==> src/sv/sfc_pkg.sv <==
// Package for the sphere frustum cull and level-of-detail block.
// Holds shared widths, register indexes and the structs passed along the cell chains.
// No dependencies.
package sfc_pkg;

	localparam int COORD_W = 24;
	localparam int ENTRY_W = 16;
	localparam int NORM_W = 17;
	localparam int DOT_W = 44;
	localparam int LEN2_W = 36;
	localparam int SQ_W = 88;
	localparam int DIST2_W = 52;
	localparam int ROOT_W = 26;
	localparam int ROOT_STAGES = 26;
	localparam int DIST_W = 24;
	localparam int LOD_W = 3;
	localparam int THR_W = 16;
	localparam int NUM_PLANES = 6;
	localparam int COORD_FRAC_BITS_DEF = 8;
	localparam int ADDR_W = 6;
	localparam int DATA_W = 64;

	localparam logic [2:0] REG_COL0 = 3'd0;
	localparam logic [2:0] REG_COL1 = 3'd1;
	localparam logic [2:0] REG_COL2 = 3'd2;
	localparam logic [2:0] REG_COL3 = 3'd3;
	localparam logic [2:0] REG_CAMX = 3'd4;
	localparam logic [2:0] REG_CAMY = 3'd5;
	localparam logic [2:0] REG_CAMZ = 3'd6;
	localparam logic [2:0] REG_LOD = 3'd7;

	localparam logic [LOD_W-1:0] LOD_FAR = 3'd4;

	typedef struct packed {
		logic signed [NORM_W-1:0] nx;
		logic signed [NORM_W-1:0] ny;
		logic signed [NORM_W-1:0] nz;
		logic signed [NORM_W-1:0] d;
	} plane_t;

	// State carried from one square-root cell to the next.
	typedef struct packed {
		logic [DIST2_W-1:0] rem;
		logic [ROOT_W-1:0] root;
	} root_t;

endpackage

==> src/sv/sfc_regs.sv <==
// Configuration register file with APB-style write and read access.
// Derives the six frustum planes from the stored matrix columns. Uses sfc_pkg.
module sfc_regs (
	input  logic clk,
	input  logic arst_n,
	input  logic psel,
	input  logic penable,
	input  logic pwrite,
	input  logic [sfc_pkg::ADDR_W-1:0] paddr,
	input  logic [sfc_pkg::DATA_W-1:0] pwdata,
	output logic [sfc_pkg::DATA_W-1:0] prdata,
	output sfc_pkg::plane_t planes [sfc_pkg::NUM_PLANES],
	output logic signed [sfc_pkg::COORD_W-1:0] cam_x,
	output logic signed [sfc_pkg::COORD_W-1:0] cam_y,
	output logic signed [sfc_pkg::COORD_W-1:0] cam_z,
	output logic [4*sfc_pkg::THR_W-1:0] thr
);

	logic [63:0] col_q [4];
	logic [sfc_pkg::COORD_W-1:0] camx_q, camy_q, camz_q;
	logic [63:0] lod_q;
	logic [2:0] idx;
	logic wr;

	assign idx = paddr[5:3];
	assign wr = psel && penable && pwrite;

	always_ff @(posedge clk or negedge arst_n) begin
		if (!arst_n) begin
			col_q[0] <= 64'h0000_0000_0000_0100;
			col_q[1] <= 64'h0000_0000_0100_0000;
			col_q[2] <= 64'h0000_0100_0000_0000;
			col_q[3] <= 64'h0100_0000_0000_0000;
			camx_q <= '0;
			camy_q <= '0;
			camz_q <= '0;
			lod_q <= '0;
		end else if (wr) begin
			case (idx)
				sfc_pkg::REG_COL0: col_q[0] <= pwdata;
				sfc_pkg::REG_COL1: col_q[1] <= pwdata;
				sfc_pkg::REG_COL2: col_q[2] <= pwdata;
				sfc_pkg::REG_COL3: col_q[3] <= pwdata;
				sfc_pkg::REG_CAMX: camx_q <= pwdata[sfc_pkg::COORD_W-1:0];
				sfc_pkg::REG_CAMY: camy_q <= pwdata[sfc_pkg::COORD_W-1:0];
				sfc_pkg::REG_CAMZ: camz_q <= pwdata[sfc_pkg::COORD_W-1:0];
				sfc_pkg::REG_LOD: lod_q <= pwdata;
				default: ;
			endcase
		end
	end

	always_comb begin
		case (idx)
			sfc_pkg::REG_COL0: prdata = col_q[0];
			sfc_pkg::REG_COL1: prdata = col_q[1];
			sfc_pkg::REG_COL2: prdata = col_q[2];
			sfc_pkg::REG_COL3: prdata = col_q[3];
			sfc_pkg::REG_CAMX: prdata = {40'd0, camx_q};
			sfc_pkg::REG_CAMY: prdata = {40'd0, camy_q};
			sfc_pkg::REG_CAMZ: prdata = {40'd0, camz_q};
			sfc_pkg::REG_LOD: prdata = lod_q;
			default: prdata = '0;
		endcase
	end

	function automatic logic signed [sfc_pkg::NORM_W-1:0] ent(input logic [63:0] c,
			input int r);
		logic [15:0] e;
		e = c[16*r +: 16];
		return {e[15], e};
	endfunction

	always_comb begin
		for (int k = 0; k < 3; k++) begin
			planes[2*k].nx = ent(col_q[0], 3) + ent(col_q[0], k);
			planes[2*k].ny = ent(col_q[1], 3) + ent(col_q[1], k);
			planes[2*k].nz = ent(col_q[2], 3) + ent(col_q[2], k);
			planes[2*k].d = ent(col_q[3], 3) + ent(col_q[3], k);
			planes[2*k+1].nx = ent(col_q[0], 3) - ent(col_q[0], k);
			planes[2*k+1].ny = ent(col_q[1], 3) - ent(col_q[1], k);
			planes[2*k+1].nz = ent(col_q[2], 3) - ent(col_q[2], k);
			planes[2*k+1].d = ent(col_q[3], 3) - ent(col_q[3], k);
		end
	end

	assign cam_x = camx_q;
	assign cam_y = camy_q;
	assign cam_z = camz_q;
	assign thr = lod_q;

endmodule

==> config.mk <==
export PLATFORM = sky130hd
export DESIGN_NAME = sfc_regs
export DESIGN_NICKNAME = d
export VERILOG_FILES = /design/src/sv/sfc_pkg.sv /design/src/sv/sfc_regs.sv
export SDC_FILE = /design/constraint.sdc
export NUM_CORES = 1
export LEC_CHECK = 0
export BUFFER_PORTS_ARGS = -buffer_cell sky130_fd_sc_hd__buf_2
export CORE_AREA = 2 2 344 432
export CTS_CLUSTER_DIAMETER = 50
export DETAILED_ROUTE_END_ITERATION = 8
export DIE_AREA = 0 0 346 434
export GPL_TIMING_DRIVEN = 0
export PLACE_DENSITY = 0.49
export SYNTH_ARGS = -nofsm -noshare
export SYNTH_HDL_FRONTEND = slang
export SYNTH_SLANG_ARGS = --single-unit
export TNS_END_PERCENT = 1
==> constraint.sdc <==
create_clock -name clk -period 8.2 [get_ports clk]
set_input_delay 1.23 -clock clk [delete_from_list [all_inputs] [get_ports clk]]
set_output_delay 1.23 -clock clk [all_outputs]
set_load 0.02 [all_outputs]
* After elaboration in Yosys (flattened, before gate mapping) *
Index checks and enable logic that the tools add are counted.

word-level totals
  output and inout bits = 608
  word-level logic and storage cells = 51
  register bits = 392

cells by class
  equality and inequality tests = 7
  mux-type cells = 1
  reductions and logical operators = 11
  add/sub/neg operators = 24

operators with widths
  cell                                                                   count
  64-bit case mux with 8 select lines                                    1
  16-bit by 16-bit adder with 17-bit output                              12
  16-bit by 16-bit subtractor with 17-bit output                         12
  2-bit AND reduction                                                    8
  3-bit equality test, second input constant                             4
  3-bit by 2-bit equality test with 1-bit output, second input constant  2
  3-bit by 1-bit equality test with 1-bit output, second input constant  1
  3-bit zero test                                                        1
  1-bit logical AND                                                      2

* Logic depth before layout (Yosys ltp) *
  depth after elaboration = 3
  mapped depth = 11
  gate-level depth less buffers = 10

* Worst setup path before layout *
OpenSTA, ideal clock, no wires.

  kind = register to output
  start point = reg col_q[177] (netlist bit)
  end point = out planes[48] (netlist bit)
  slack = 3.988 ns
  cell stages (with the launch flop) = 9
  data arrival time = 2.982 ns
  cell sequence = dfrtp_1 > inv_1 > fa_1 > nor2b_1 > o21a_1 > o21ai_0 > a211oi_1 > a41oi_1 > o311ai_0

RTL lines
  element          RTL line        RTL
  start, declared  sfc_regs.sv:19  logic [63:0] col_q [4];
  end, declared    sfc_regs.sv:12  output sfc_pkg::plane_t planes [sfc_pkg::NUM_PLANES],

* Worst setup path in the final report *
  start point = in paddr[4] (netlist bit)
  end point = out prdata[29] (netlist bit)

on the way
  word-level cells in the longest chain between the ends = 2
  elaborated cells between the ends (all ways) = 9

ends and longest elaborated chain
  element                                            RTL line        RTL
  start, declared                                    sfc_regs.sv:9   input logic [sfc_pkg::ADDR_W-1:0] paddr,
  3-bit equality test, or another cell as far along  sfc_regs.sv:54  case (idx)
  64-bit case mux with 8 select lines *              sfc_regs.sv:54
  end, declared                                      sfc_regs.sv:11  output logic [sfc_pkg::DATA_W-1:0] prdata,

Mark *: on every way between the ends. The rest lies on a longest branch, timed or not.

==> out/metrics.cfg <==
[outcome]
run_status = finished, final reports clean

[clock_network]
cts_setup_buffers = 0
clk_latency_ps = 640
cts_hold_buf = 0
cts_buffers = 57
cts_resized = 0
cts.sinks = 392
clock_path_buffers = 3
cts_tree = yes
cts_root_buf = clkbuf_16
clk_pin_slew_ps = 60
htree_levels = 2

[worst_setup_path]
crit_path_end_kind = output pin
path_class = in2out
cp.arrival_ps = 4750
start_kind = input pin
crit_slowest_cell = nor2_1
crit_buf_inv = 6
cpLargestDelayFamily = buffers and inverters
cp.required_ps = 6970
cp_max_fo = 11
crit_chain = buf_2 -> buf_2 -> clkinv_1 -> clkbuf_1 -> nor2_1 -> clkbuf_1 -> nand2_1 -> o21ai_0 -> buf_2
cpMostUsedCell = buf_2
crit_path_max_incr_delay_ps = 950

[sta]
finalMaxSlewViolations = 0
max_freq_mhz = 167
period_share_pct = 73.0
holdWs_ps = 480
hold_viol = 0
finalSetupViolCount = 0
slew_headroom_pct = 4.04
clock_skew_ps = 0
period_needed_ps = 5980
setup-tns-final_ps = 0
rsz0062_at_grt = false
worst_slew_pin_slew_ps = 1400

[global_routing]
grt-ovfl-total = 0
grt_pass1_wl_um = 299000
antenna_found_initial = 36
grt_max_degree = 103
grt_util_all_layers_pct = 28.8
grt_pass1_vias = 36300

[synthesis]
yosys.area.top_type = dfrtp_1
synth_xor_area_share_pct = 6.75
yosysWarnings = 0
synth_edf_count = 0
synth_cells = 4325
synth-simple-area-share_pct = 14.4
synthTopCellsByArea = dfrtp_1 27%, ha_1 13%, mux2_2 6.6%, xnor2_1 5.5%, o21ai_0 5.4%
synth_area_um2 = 36300
synth.area.mux_share_pct = 10.3
ys.flop_type = dfrtp_1
synth-async-reset-ratio_pct = 100
synth.top_cell.area_share_pct = 26.7
synthDistinctLibCells = 94
synth_fa_ha_area_share_pct = 14.5
netlist_top_cells_count = 409 x inv_1, 389 x o21ai_0, 388 x dfrtp_1
synth-compound-area-share_pct = 19.8
yosysSeqAreaShare_pct = 27.0
syn_avg_cell_area_um2 = 8.40
ys_seq_elements = 392
syn-num-nets = 4808
synth_top_family_by_area = compound AO/OA/AOI/OAI gates
yosysMostFrequentCell = inv_1

[drt]
firstDrtPassIters = 7
routedWlPerCell_um = 31.9
route.detailed.drc = 0
vias = 37700
top_layer = met5
wl_met2_um = 99300
via_per_inst = 5.35
wirelength_met1_um = 88800
wl_met3_um = 19100
ant_nets = 0
wl_um = 224000
dr.first_iter.drc_count = 4073

[place]
gp_congestion = 1.00
hpwl_um = 185000
placed_area_um2 = 42300
port_buffers = 678

[floorplanning]
dieHeight_um = 434
design.portCount = 683
die-width_um = 346
core_area_um2 = 146000
die_area_um2 = 150000
rows = 157
initial_core_util_pct = 24.9

[cells_and_area]
areaGrowthSynthToFinish_pct = 21.7
utilization_pct = 30.3
nNetsFinal = 5550
final_area_um2 = 44200
drive_above_1_share_pct = 22.5

[power]
total_power_mw = 17.8
power_density_nw_per_um2 = 403
vdd_ir_drop_max_v = 0.000223
leakagePower_nw = 20.6

[job]
cap_viol_max_count = 0

[hold_path]
hold_path_class = in2async

## final timing paths
| path | start | to | slack, ps | cells after the start |
|---|---|---|---|---|
| min in group clk | cam_z[1]$_DFFE_PN0P_ | cam_z[1]$_DFFE_PN0P_ | 530 | 1 |
| min reg2reg | cam_z[1]$_DFFE_PN0P_ | cam_z[1]$_DFFE_PN0P_ | 530 | 1 |
| max | paddr[4] | prdata[29] | 2220 | 9 |
| max reg2reg | col_q[113]$_DFFE_PN0P_ | col_q[113]$_DFFE_PN0P_ | 6610 | 2 |
| min | arst_n | cam_z[9]$_DFFE_PN0P_ | 480 | 1 |
| max in group asynchronous | arst_n | col_q[200]$_DFFE_PN1P_ | 6030 | 4 |
## where the power goes
part	leakage [nW]	switching (mW)	internal [mW]
combinational	14.9	8.06	3.86
clock	0.930	1.08	1.47
sequential	4.73	0.986	2.35
total	20.6	10.1	7.68
## placed cells by master (no fill, tap or decap), drive strengths merged, types with 23 or more instances in the layout
master    n
buf     792
inv     423
o21ai   395
dfrtp   388
ha      384
nand2   375
nor2    332
a21oi   298
xnor2   230
mux2    212
clkbuf  209
nor3    113
nand2b   66
nor2b    58
o21bai   57
mux2i    56
nand3    52
xor2     50
a21o     40
nor4     35
mux4     35
o31ai    33
a221oi   30
o21a     27
o22ai    27
fa       24
nand4    23
## state kept, by name, indices dropped and copies added (netlist names)
register	flops
col_q	256
cam_z	24
thr	64
cam_y	24
cam_x	24
## cell type report
class / instances / area (um2)
diodes: 19 / 47.5
clock inverters: 37 / 395
well taps: 1908 / 2390
repair buffers: 683 / 3530
multi-input cells: 3271 / 23900
clock buffers: 71 / 1520
plain buffers: 247 / 1080
fillers: 15900 / 102000
inverters: 415 / 1560
flip-flops and latches: 392 / 9810
## cells by family after synthesis
family                     after synthesis
AOI/OAI and AO/OA                     1141
muxes                                  303
buffers and inverters                  662
adders and majority gates              408
DFF                                    392
xor gates and xnor gates               280
and+or+nand+nor                       1139
## layer usage
metal,track usage [%],up-vias
li1,-,16600
met1,34.9,18700
met2,45.4,1899
met3,7.06,451
met4,18.6,14
met5,0,-
## worst register-to-register path, stage by stage (launching register included)
cell and delay, ps:
dfrtp_1 830, inv_1 430, o21ai_0 250
## metrics by stage
stage | setup WS, ps | cells
floorplan | 3990 | 4325
global placement | -2650 | 6911
detailed placement | 2390 | 6916
CTS | 2380 | 7024
global route | 2230 | 7024
finish | 2220 | 7043
(Power assumes the default switching activity.)
