[src/sv/sfc_pkg.sv]
// Package for the sphere frustum cull and level-of-detail block.
// Holds shared widths, register indexes and the structs passed along the cell chains.
// No dependencies.
package sfc_pkg;

	localparam int COORD_W = 24;
	localparam int ENTRY_W = 16;
	localparam int NORM_W = 17;
	localparam int DOT_W = 44;
	localparam int LEN2_W = 36;
	localparam int SQ_W = 88;
	localparam int DIST2_W = 52;
	localparam int ROOT_W = 26;
	localparam int ROOT_STAGES = 26;
	localparam int DIST_W = 24;
	localparam int LOD_W = 3;
	localparam int THR_W = 16;
	localparam int NUM_PLANES = 6;
	localparam int COORD_FRAC_BITS_DEF = 8;
	localparam int ADDR_W = 6;
	localparam int DATA_W = 64;

	localparam logic [2:0] REG_COL0 = 3'd0;
	localparam logic [2:0] REG_COL1 = 3'd1;
	localparam logic [2:0] REG_COL2 = 3'd2;
	localparam logic [2:0] REG_COL3 = 3'd3;
	localparam logic [2:0] REG_CAMX = 3'd4;
	localparam logic [2:0] REG_CAMY = 3'd5;
	localparam logic [2:0] REG_CAMZ = 3'd6;
	localparam logic [2:0] REG_LOD = 3'd7;

	localparam logic [LOD_W-1:0] LOD_FAR = 3'd4;

	typedef struct packed {
		logic signed [NORM_W-1:0] nx;
		logic signed [NORM_W-1:0] ny;
		logic signed [NORM_W-1:0] nz;
		logic signed [NORM_W-1:0] d;
	} plane_t;

	// State carried from one square-root cell to the next.
	typedef struct packed {
		logic [DIST2_W-1:0] rem;
		logic [ROOT_W-1:0] root;
	} root_t;

endpackage

[src/sv/sfc_root_cell.sv]
// One square-root cell: settles a single result bit of the integer root.
// Passes the remainder and partial root to the next cell. Uses sfc_pkg.
module sfc_root_cell #(
	parameter int STEP = 0
) (
	input  logic clk,
	input  logic en,
	input  sfc_pkg::root_t in_q,
	output sfc_pkg::root_t out_q
);

	localparam int SH = 2 * (sfc_pkg::ROOT_STAGES - 1 - STEP);

	logic [sfc_pkg::DIST2_W+1:0] trial;
	logic [sfc_pkg::DIST2_W+1:0] cand;
	sfc_pkg::root_t nxt;

	always_comb begin
		cand = (sfc_pkg::DIST2_W+2)'({in_q.root, 2'b01}) << SH;
		trial = {2'b00, in_q.rem};
		nxt = in_q;
		if (trial >= cand) begin
			nxt.rem = sfc_pkg::DIST2_W'(trial - cand);
			nxt.root = {in_q.root[sfc_pkg::ROOT_W-2:0], 1'b1};
		end else begin
			nxt.root = {in_q.root[sfc_pkg::ROOT_W-2:0], 1'b0};
		end
	end

	always_ff @(posedge clk) begin
		if (en) out_q <= nxt;
	end

endmodule

[config.mk]
export PLATFORM = sky130hd
export DESIGN_NAME = sfc_root_cell
export DESIGN_NICKNAME = d
export VERILOG_FILES = /design/src/sv/sfc_pkg.sv /design/src/sv/sfc_root_cell.sv
export SDC_FILE = /design/constraint.sdc
export NUM_CORES = 1
export LEC_CHECK = 0
export BUFFER_PORTS_ARGS = -buffer_cell sky130_fd_sc_hd__buf_2
export CORE_ASPECT_RATIO = 0.7
export CORE_MARGIN = 1.5
export CORE_UTILIZATION = 45
export CTS_CLUSTER_SIZE = 14
export DETAILED_ROUTE_END_ITERATION = 8
export PLACE_DENSITY = 0.89
export SYNTH_ARGS = -nofsm -noshare
export SYNTH_HDL_FRONTEND = slang
export SYNTH_SLANG_ARGS = --single-unit
[constraint.sdc]
create_clock -name clk -period 2.65 [get_ports clk]
set_input_delay 0 -clock clk [delete_from_list [all_inputs] [get_ports clk]]
set_output_delay 0 -clock clk [all_outputs]
set_load 0.02 [all_outputs]
Word-level counts from Yosys, hierarchy flattened
Cells that the tools add are included.

storage, ports and cells
  input bits = 80
  bits in latches = 0
  logic and storage cells = 6
  memories kept = 0
  bits in registers = 78
  memory bits (writable) = 0
  memory bits (read-only) = 0

cells by class
  $lt $le $gt $ge = 1
  divide/modulo/power cells = 0
  multiply operators = 0
  mux-type cells = 2
  $add $sub $neg = 1
  shift-type cells = 0
  reductions and logical operators = 0
  bitwise operators = 0
  equality and inequality tests = 0

operator list
  kind                    count
  $ge 52x54->1            1
  $mux 52                 1
  $sub 52x51->52 const B  1
  $mux 1                  1

Logic depth before layout (Yosys ltp)
Gate-level depths: netlist of the first run.

  word-level depth = 2
  depth in mapped cells = 7

Least setup slack after synthesis of the first run
OpenSTA, ideal clock, no wires.

  kind = input port to flip-flop
  start point = in in_q[77] in the netlist's numbering
  end point = reg out_q[76] in the netlist's numbering, data pin
  data required time = 2.392 ns
  setup slack = 1.291 ns
  stages = 7
  arrival time = 1.101 ns
  cell sequence = inv_1 > ha_1 > nor4b_1 > nand4_1 > nor4_1 > a21o_2 > xnor2_1

RTL lines
  what                  line                 RTL
  from (decl)           sfc_root_cell.sv:8   input sfc_pkg::root_t in_q,
  to (signal assigned)  sfc_root_cell.sv:31  if (en) out_q <= nxt;
  to (decl)             sfc_root_cell.sv:9   output sfc_pkg::root_t out_q

==> flow_metrics.tcl, run 1 <==
set metrics [dict create \
    outcome "finished clean" \
    place_ws_ps 967 \
    cts_htree_levels 3 \
    path_clk_slew_ps 80 \
    drv_cap 0 \
    crit_type "primary input to register" \
    fp-row-count 22 \
    crit_arrival_ps 2000 \
    pwr-share-comb 0.158 \
    ys_seq_area_frac 0.917 \
    die_x_microns 93.1 \
    cts.path.max_buffers 2 \
    clock_sinks 78 \
    cp-start-kind "primary input" \
    crit_family "simple AND/OR/NAND/NOR gates" \
    initial_core_util 0.476 \
    grt.overflow.total 0 \
    ir_drop_uv 344 \
    crit_buf_inv 2 \
    die_y_microns 66.0 \
    nets 434 \
    post-route-period-util 0.718 \
    drive_gt1_frac 0.493 \
    largest_reg_flops 78 \
    cts_buffers 9 \
    end_kind "register" \
    p_sw_uw 754 \
    setup_viol 0 \
    cts-root-buf "clkbuf_8" \
    synth.avg_cell_area_sq_um 23.4 \
    drtIter0Drc 118 \
    drc 0 \
    grt_pass1_wl_microns 12400 \
    ant_nets 0 \
    swShare 0.273 \
    power_density_mw_per_mm2 631 \
    ys.warnings.count 0 \
    num_antenna_cells 0 \
    p_int_mw 2.01 \
    ys_ff_latch 78 \
    final_max_slew_viol_count 0 \
    grt_pass1_vias 2209 \
    cts_setup_buffers 0 \
    cp.required_ps 2750 \
    finalHoldViolCount 0 \
    syn-num-nets 191 \
    p_leak_nw 1.85 \
    coreArea_sq_mm 0.00537 \
    setup_tns_ps 0 \
    ys_types 16 \
    min_period_ps 1900 \
    wl_per_cell_microns 19.8 \
    die_area_sq_mm 0.00615 \
    antenna_found_initial 0 \
    fillers 260 \
    place_congestion 0.814 \
    synthCells 109 \
    grt_max_degree 51 \
    rsz0062_at_grt "false" \
    top_regs "out_q: 78 flops" \
    drt_wl_total_microns 8500 \
    cts_tree "yes" \
    layout_setup_ws_ps 748 \
    path_cells "dlygate4sd3_1 > buf_2 > nor4b_1 > nand4_1 > nor4_1 > a21o_2 > xnor2_1" \
    areaGrowthSynthToFinish_pct 71.5 \
    crit_slowest_cell "dlygate4sd3_1" \
    worst_pin_slew_ps 644 \
    hold_class "primary input to register" \
    regMostFlops "out_q" \
    vias 2112 \
    slew_headroom 0.571 \
    first_pass_iters 4 \
    routed_via_density 4.92 \
    io_pins 158 \
    netlist_area_sq_mm 0.00255 \
    timing.fmax_mhz 526 \
    seqPwrFrac 0.542 \
    grt_usage 0.294 \
    io_buffer_count 156 \
    cp_max_fo 2 \
    p_clk_frac 0.300 \
    max_stage_delay_ps 550 \
]
per-stage QoR:
step / utilization / cells / hold WS (ps) / area, sq um / power (mW)
final: 0.816 / 429 / 53.4 / 4380 / 2.76
after global routing: 0.816 / 429 / 79.2 / 4380 / 2.86
after CTS: 0.816 / 429 / 39.6 / 4380 / 2.74
after detailed placement: 0.642 / 338 / 179 / 3450 / 1.86
after global placement: 0.642 / 338 / 177 / 3450 / 1.84
after floorplan: - / 109 / 98.9 / 2550 / 1.66
worst paths after layout:
| path | start | slack, ps | depth (start not counted) | end |
|---|---|---|---|---|
| hold / removal | in_q[76] | 50 | 3 | out_q[76] |
| setup / recovery | in_q[70] | 750 | 7 | out_q[76] |
layout make-up:
class	instances	area, sq um	area share
inverters	2	7.51	0.00171
flip-flops and latches	78	2340	0.535
well taps	72	90.1	0.0206
clock inverters	7	61.3	0.0140
repair buffers	232	1550	0.354
clock buffers	9	124	0.0283
multi-input cells	29	205	0.0468
layer usage:
metal | track usage | part of all wire | up-vias
li1 | - | - | 937
met2 | 0.574 | 0.57 | 135
met3 | 0.0943 | 0.075 | 14
met1 | 0.292 | 0.34 | 1026
met4 | 0.106 | 0.019 | 0
met5 | 0 | 0 | -
layout by cell type (no fill, tap or decap), types with 2 or more instances in the layout:
cell	instances
buf_2	156
clkbuf_8	9
clkinvlp_4	2
dlygate4sd3_1	75
edfxtp_1	78
ha_1	2
inv_1	2
inv_6	3
nand2_1	3
nand4_1	2
nor3_1	2
nor4_1	11
power by group through the flow:
stage          clock network, mW  logic (mW)  registers (mW)
6_report                   0.831       0.436            1.50
5_1_grt                    0.902       0.456            1.51
4_1_cts                    0.829       0.422            1.49
3_5_place_dp                   0       0.336            1.52
3_3_place_gp                   0       0.327            1.51
2_1_floorplan                  0      0.0143            1.65
tightest hold or removal path, stage by stage:
cell and delay [ps]:
buf_2 90, inv_1 50, xnor2_1 140
cell families after synthesis:
family / share of synthesized area
and+or+nand+nor: 0.0519
AOI/OAI and AO/OA: 0.00539
xor gates and xnor gates: 0.00343
buffers and inverters: 0.00294
adders and majority gates: 0.00979
DFF: 0.917
muxes: 0.00979
synth_stat cells:
| cell type | n | area share |
|---|---|---|
| ha_1 | 2 | 0.0098 |
| mux2i_1 | 1 | 0.0039 |
| inv_1 | 2 | 0.0029 |
| o21ai_0 | 1 | 0.0020 |
| or4_1 | 1 | 0.0029 |
| mux2_4 | 1 | 0.0059 |
| nand4_1 | 2 | 0.0049 |
| nor4b_1 | 1 | 0.0034 |
| nor2_1 | 1 | 0.0015 |
| nor4_1 | 11 | 0.027 |
| xnor2_1 | 1 | 0.0034 |
| a21o_2 | 1 | 0.0034 |
| nand2_1 | 3 | 0.0044 |
| edfxtp_1 | 78 | 0.92 |
| nor3_1 | 2 | 0.0039 |
| nor3_2 | 1 | 0.0039 |
what timing repair did:
action,4_1_cts,5_1_grt
hold endpoints to repair,75,0
endpoints found under the setup margin,0,0
gates resized for setup,0,0
hold buffers,75,0
Note: power is estimated with default switching activity, not from simulation.
==> run 2: changes to the inputs <==
--- a/config.mk
+++ b/config.mk
@@ -5,13 +5,14 @@
 export SDC_FILE = /design/constraint.sdc
 export NUM_CORES = 1
 export LEC_CHECK = 0
+export ABC_AREA = 1
 export BUFFER_PORTS_ARGS = -buffer_cell sky130_fd_sc_hd__buf_2
 export CORE_ASPECT_RATIO = 0.7
 export CORE_MARGIN = 1.5
-export CORE_UTILIZATION = 45
+export CORE_UTILIZATION = 38
 export CTS_CLUSTER_SIZE = 14
 export DETAILED_ROUTE_END_ITERATION = 8
-export PLACE_DENSITY = 0.89
+export PLACE_DENSITY = 0.81
 export SYNTH_ARGS = -nofsm -noshare
 export SYNTH_HDL_FRONTEND = slang
 export SYNTH_SLANG_ARGS = --single-unit
==> constraint.sdc (replaced) <==
create_clock -name clk -period 1.7 [get_ports clk]
set_input_delay 0 -clock clk [delete_from_list [all_inputs] [get_ports clk]]
set_output_delay 0 -clock clk [all_outputs]
set_load 0.02 [all_outputs]
==> flow_metrics.tcl, run 2 <==
set metrics [dict create \
    cp_common_cell "nand2_1" \
    min_period_ps 1400 \
    path_clk_slew_ps 80 \
    path_depth 13 \
    num_antenna_cells 0 \
    p_sw_mw 1.06 \
    clock_sinks 78 \
    coreArea_sq_mm 0.00673 \
    syn-num-nets 225 \
    regMostFlops "out_q" \
    min_delay_path_depth 2 \
    swShare 0.246 \
    p_clk_frac 0.305 \
    power_density_mw_per_mm2 956 \
    drt_wl_total_microns 7100 \
    synth.area.top_cells "edfxtp_1 (89%), nor2_1 (4.6%), nand2_1 (2.6%)" \
    io_buffer_count 156 \
    crit_family "buffers and inverters" \
    ys_types 11 \
    grt.overflow.total 0 \
    cts_htree_levels 3 \
    drv_cap 0 \
    final_max_slew_viol_count 0 \
    io_pins 158 \
    pwr-share-comb 0.156 \
    placed_area_sq_mm 0.00354 \
    report.power.total_mw 4.31 \
    hpwlAfterDp_microns 4180 \
    crit_buf_inv 4 \
    die_y_microns 72.5 \
    outcome "finished clean" \
    cts_setup_buffers 0 \
    cts.path.max_buffers 2 \
    crit_slowest_cell "dlygate4sd3_1" \
    drive_gt1_frac 0.448 \
    routed_via_density 4.28 \
    wl_met2_microns 3740 \
    cp_max_fo 3 \
    async_reset_ff_frac 0 \
    ant_nets 0 \
    synth.avg_cell_area_sq_um 18.3 \
    initial_core_util 0.390 \
    layout_setup_ws_ps 297 \
    grt_pass1_vias 2199 \
    max_stage_delay_ps 520 \
    design_area_sq_mm 0.00450 \
    cp.required_ps 1800 \
    cts-root-buf "clkbuf_8" \
    largest_reg_flops 78 \
    ir_drop_uv 551 \
    yosys.area.top_type_share 0.894 \
    fp-row-count 25 \
    cts_tree "yes" \
    netlist_area_sq_mm 0.00262 \
    synth_flop_cell "edfxtp_1" \
    place_ws_ps 522 \
    route.met3.wl_microns 590 \
    hold_class "primary input to register" \
    crit_type "primary input to register" \
    timing.fmax_mhz 713 \
    drc 0 \
    slew_headroom 0.729 \
    top_regs "out_q: 78 flops" \
    nets 470 \
    synth.most_common_cell "edfxtp_1" \
    p_int_mw 3.25 \
    die_x_microns 102 \
    p_leak_nw 1.93 \
    first_pass_iters 4 \
    setup_viol 0 \
    wl_per_cell_microns 14.6 \
    yosys.area.top_type "edfxtp_1" \
    end_kind "register" \
    grt_usage 0.195 \
    highest_layer "met4" \
    cp-start-kind "primary input" \
    fillers 474 \
    seqPwrFrac 0.539 \
    met1_length_microns 2680 \
    grt_pass1_wl_microns 10400 \
    rsz0062_at_grt "false" \
    path_cells "dlygate4sd3_1 > buf_2 > inv_1 > ha_1 > inv_1 > nor2_1 > nand2_1 > nor2_1 > nand2_1 > nor2_2 > nand2_2 > nand3_1 > nand2_1" \
    crit_arrival_ps 1510 \
    setup_tns_ps 0 \
    multi_input_area_sq_um 260 \
    layout_commonest_cell "buf_2" \
    vias 2085 \
    worst_pin_slew_ps 407 \
    drtIter0Drc 58 \
    die_area_sq_mm 0.00741 \
    synth-edff-count 78 \
    cts_buffers 9 \
    grt_max_degree 79 \
    regArea_sq_mm 0.00234 \
    yosys-top-cells-count "edfxtp_1 (78), nor2_1 (32), nand2_1 (18)" \
    post-route-period-util 0.825 \
    ys.warnings.count 0 \
    ys_ff_latch 78 \
    final_cell_mix "buf_2 (155), edfxtp_1 (78), dlygate4sd3_1 (77)" \
    ys_seq_area_frac 0.894 \
    antenna_found_initial 0 \
    areaGrowthSynthToFinish_pct 71.7 \
    synthCells 143 \
    finalHoldViolCount 0 \
    place_congestion 0.696 \
    whs_ps 216 \
]
[run 2: cell count changes after synthesis, moves of 2 or more]
cell	before	now
inv_1	2	5
nand2_1	3	18
nand2_2	0	2
nor2_1	1	32
nor3_1	2	0
nand3_1	0	2
nor4_1	11	0
[run 2: cell families (layout without fill, tap and decap cells)]
group,after synthesis,count (layout),synth area share
simple gates,58,58,0.0897
flops,78,78,0.894
buf+inv,5,255,0.00716
fa+ha+maj,2,2,0.00955
[run 2: area by class of cell]
type                    count  area share
clock buffers               9      0.0275
clock inverters             7      0.0145
inverters                   5     0.00417
multi-input cells          60      0.0578
flip-flops and latches     78       0.520
well taps                  94      0.0261
repair buffers            234       0.350
[run 2: metal layers]
metal / track usage / vias up
li1: - / 1005
met1: 0.195 / 963
met2: 0.364 / 104
met3: 0.0780 / 13
met4: 0.0761 / 0
met5: 0 / -
[run 2: power groups by stage]
stage | Clock [mW] | Combinational, mW | Sequential, mW
2_1_floorplan | 0 | 0.0288 | 2.57
4_1_cts | 1.35 | 0.662 | 2.32
6_report | 1.31 | 0.670 | 2.32
3_5_place_dp | 0 | 0.525 | 2.36
5_1_grt | 1.43 | 0.717 | 2.34
3_3_place_gp | 0 | 0.513 | 2.36
[run 2: final timing paths]
check / from / endpoint / slack (ps)
worst min-delay path: en / out_q[6] / 220
worst max-delay path: in_q[77] / out_q[76] / 300
[run 2: what timing repair did]
action,CTS,global route
hold buffers,77,0
hold endpoints to repair,77,0
resized for setup,0,0
[run 2: stage by stage]
step / instances / util
floorplan: 143 / -
detailed placement: 394 / 0.527
finish: 487 / 0.669
global route: 487 / 0.669
CTS: 487 / 0.669
global placement: 394 / 0.527
==> run 3: changes to the inputs <==
==> constraint.sdc (replaced) <==
create_clock -name clk -period 1.2 [get_ports clk]
set_input_delay 0 -clock clk [delete_from_list [all_inputs] [get_ports clk]]
set_output_delay 0 -clock clk [all_outputs]
set_load 0.02 [all_outputs]
==> flow_metrics.tcl, run 3 (synthesis gave the netlist of run 2 again) <==
set metrics [dict create \
    swShare 0.231 \
    cts-root-buf "clkbuf_8" \
    layout_commonest_cell "buf_2" \
    grt_max_degree 39 \
    hpwlAfterDp_microns 4270 \
    cts_buffers 9 \
    setup_viol 0 \
    end_kind "register" \
    grt.overflow.total 0 \
    cts_htree_levels 3 \
    drive_gt1_frac 0.451 \
    die_area_sq_mm 0.00741 \
    drc 0 \
    hold_class "primary input to register" \
    cp_max_fo 3 \
    initial_core_util 0.390 \
    die_y_microns 72.5 \
    drtIter0Drc 37 \
    crit_arrival_ps 1230 \
    ant_nets 0 \
    crit_type "primary input to register" \
    fp-row-count 25 \
    p_sw_mw 1.52 \
    grt_usage 0.194 \
    cts_tree "yes" \
    grt_pass1_vias 2261 \
    min_period_ps 1140 \
    routed_via_density 4.38 \
    cp-start-kind "primary input" \
    antenna_found_initial 0 \
    finalCoreUtilization 0.693 \
    place_congestion 0.760 \
    seqPwrFrac 0.501 \
    outcome "finished clean" \
    wl_per_cell_microns 14.4 \
    timing.fmax_mhz 880 \
    num_antenna_cells 0 \
    grt_pass1_wl_microns 10400 \
    drt_wl_total_microns 6950 \
    report.power.total_mw 6.57 \
    nets 467 \
    post-route-period-util 0.947 \
    pwr-share-comb 0.148 \
    regMostFlops "out_q" \
    clock_sinks 78 \
    slew_headroom 0.865 \
    cp.required_ps 1300 \
    io_buffer_count 156 \
    p_int_mw 5.05 \
    final_cell_mix "buf_2 (142), edfxtp_1 (78), dlygate4sd3_1 (76)" \
    coreArea_sq_mm 0.00673 \
    largest_reg_flops 78 \
    cts.path.max_buffers 2 \
    power_density_mw_per_mm2 1410 \
    worst_pin_slew_ps 203 \
    p_clk_frac 0.351 \
    ir_drop_uv 1050 \
    io_pins 158 \
    final_max_slew_viol_count 0 \
    p_leak_nw 2.04 \
    finalHoldViolCount 0 \
    areaGrowthSynthToFinish_pct 77.8 \
    path_clk_slew_ps 70 \
    drv_cap 0 \
    die_x_microns 102 \
    top_regs "out_q: 78 flops" \
    vias 2119 \
    first_pass_iters 6 \
]
-- run 3: cell type report --
class                   instances  area (sq um)
flip-flops and latches         78          2340
fillers                       468          2060
repair buffers                231          1640
multi-input cells              60           300
clock buffers                  10           128
well taps                      94           118
clock inverters                 6           110
inverters                       5          18.8
-- run 3: timing repair --
action,in CTS,in global routing
endpoints found under the setup margin,0,2
gates resized for setup,0,23
hold endpoints to repair,81,8
setup buffers,0,0
hold buffers,78,8
-- run 3: path summary, 6_finish.rpt --
check | start | endpoint | slack, ps | cells after the start
hold / removal | in_q[71] | out_q[71] | 8 | 1
setup / recovery | in_q[74] | out_q[76] | 60 | 9
-- run 3: power by group through the flow --
stage	Clock, mW	Sequential, mW	Combinational, mW
after global routing	2.48	3.31	1.04
after detailed placement	0	3.35	0.750
final	2.31	3.29	0.973
after floorplan	0	3.64	0.0408
after CTS	2.36	3.29	0.944
after global placement	0	3.34	0.734
-- run 3: worst max-delay path: stages --
cell and delay, ps:
dlygate4sd3_1 570, nor2_2 100, nand2_1 60, nor2_1 110, nand2_1 70, nor2_2 120, nand2_2 90, nand3_2 60
nand2_1 50
-- run 3: per-layer routing --
layer | track usage | vias up | share of wire | routed length (microns)
met2 | 0.369 | 101 | 0.54 | 3780
met5 | 0 | - | 0 | 0
met3 | 0.0771 | 7 | 0.083 | 579
li1 | - | 1002 | - | -
met4 | 0.0639 | 0 | 0.0098 | 68
met1 | 0.191 | 1009 | 0.36 | 2520
-- run 3: per-stage QoR --
step | hold WS (ps) | area, sq um | setup slack (ps) | setup TNS [ps] | std cells
after global routing | 5.68 | 4660 | -14.7 | -15.6 | 484
after floorplan | 98.9 | 2620 | 239 | 0 | 143
after global placement | 177 | 3560 | 47.9 | 0 | 395
after CTS | 29.3 | 4580 | 1.19 | 0 | 489
final | 8.06 | 4660 | 64.1 | 0 | 484
after detailed placement | 178 | 3560 | 6.99 | 0 | 395
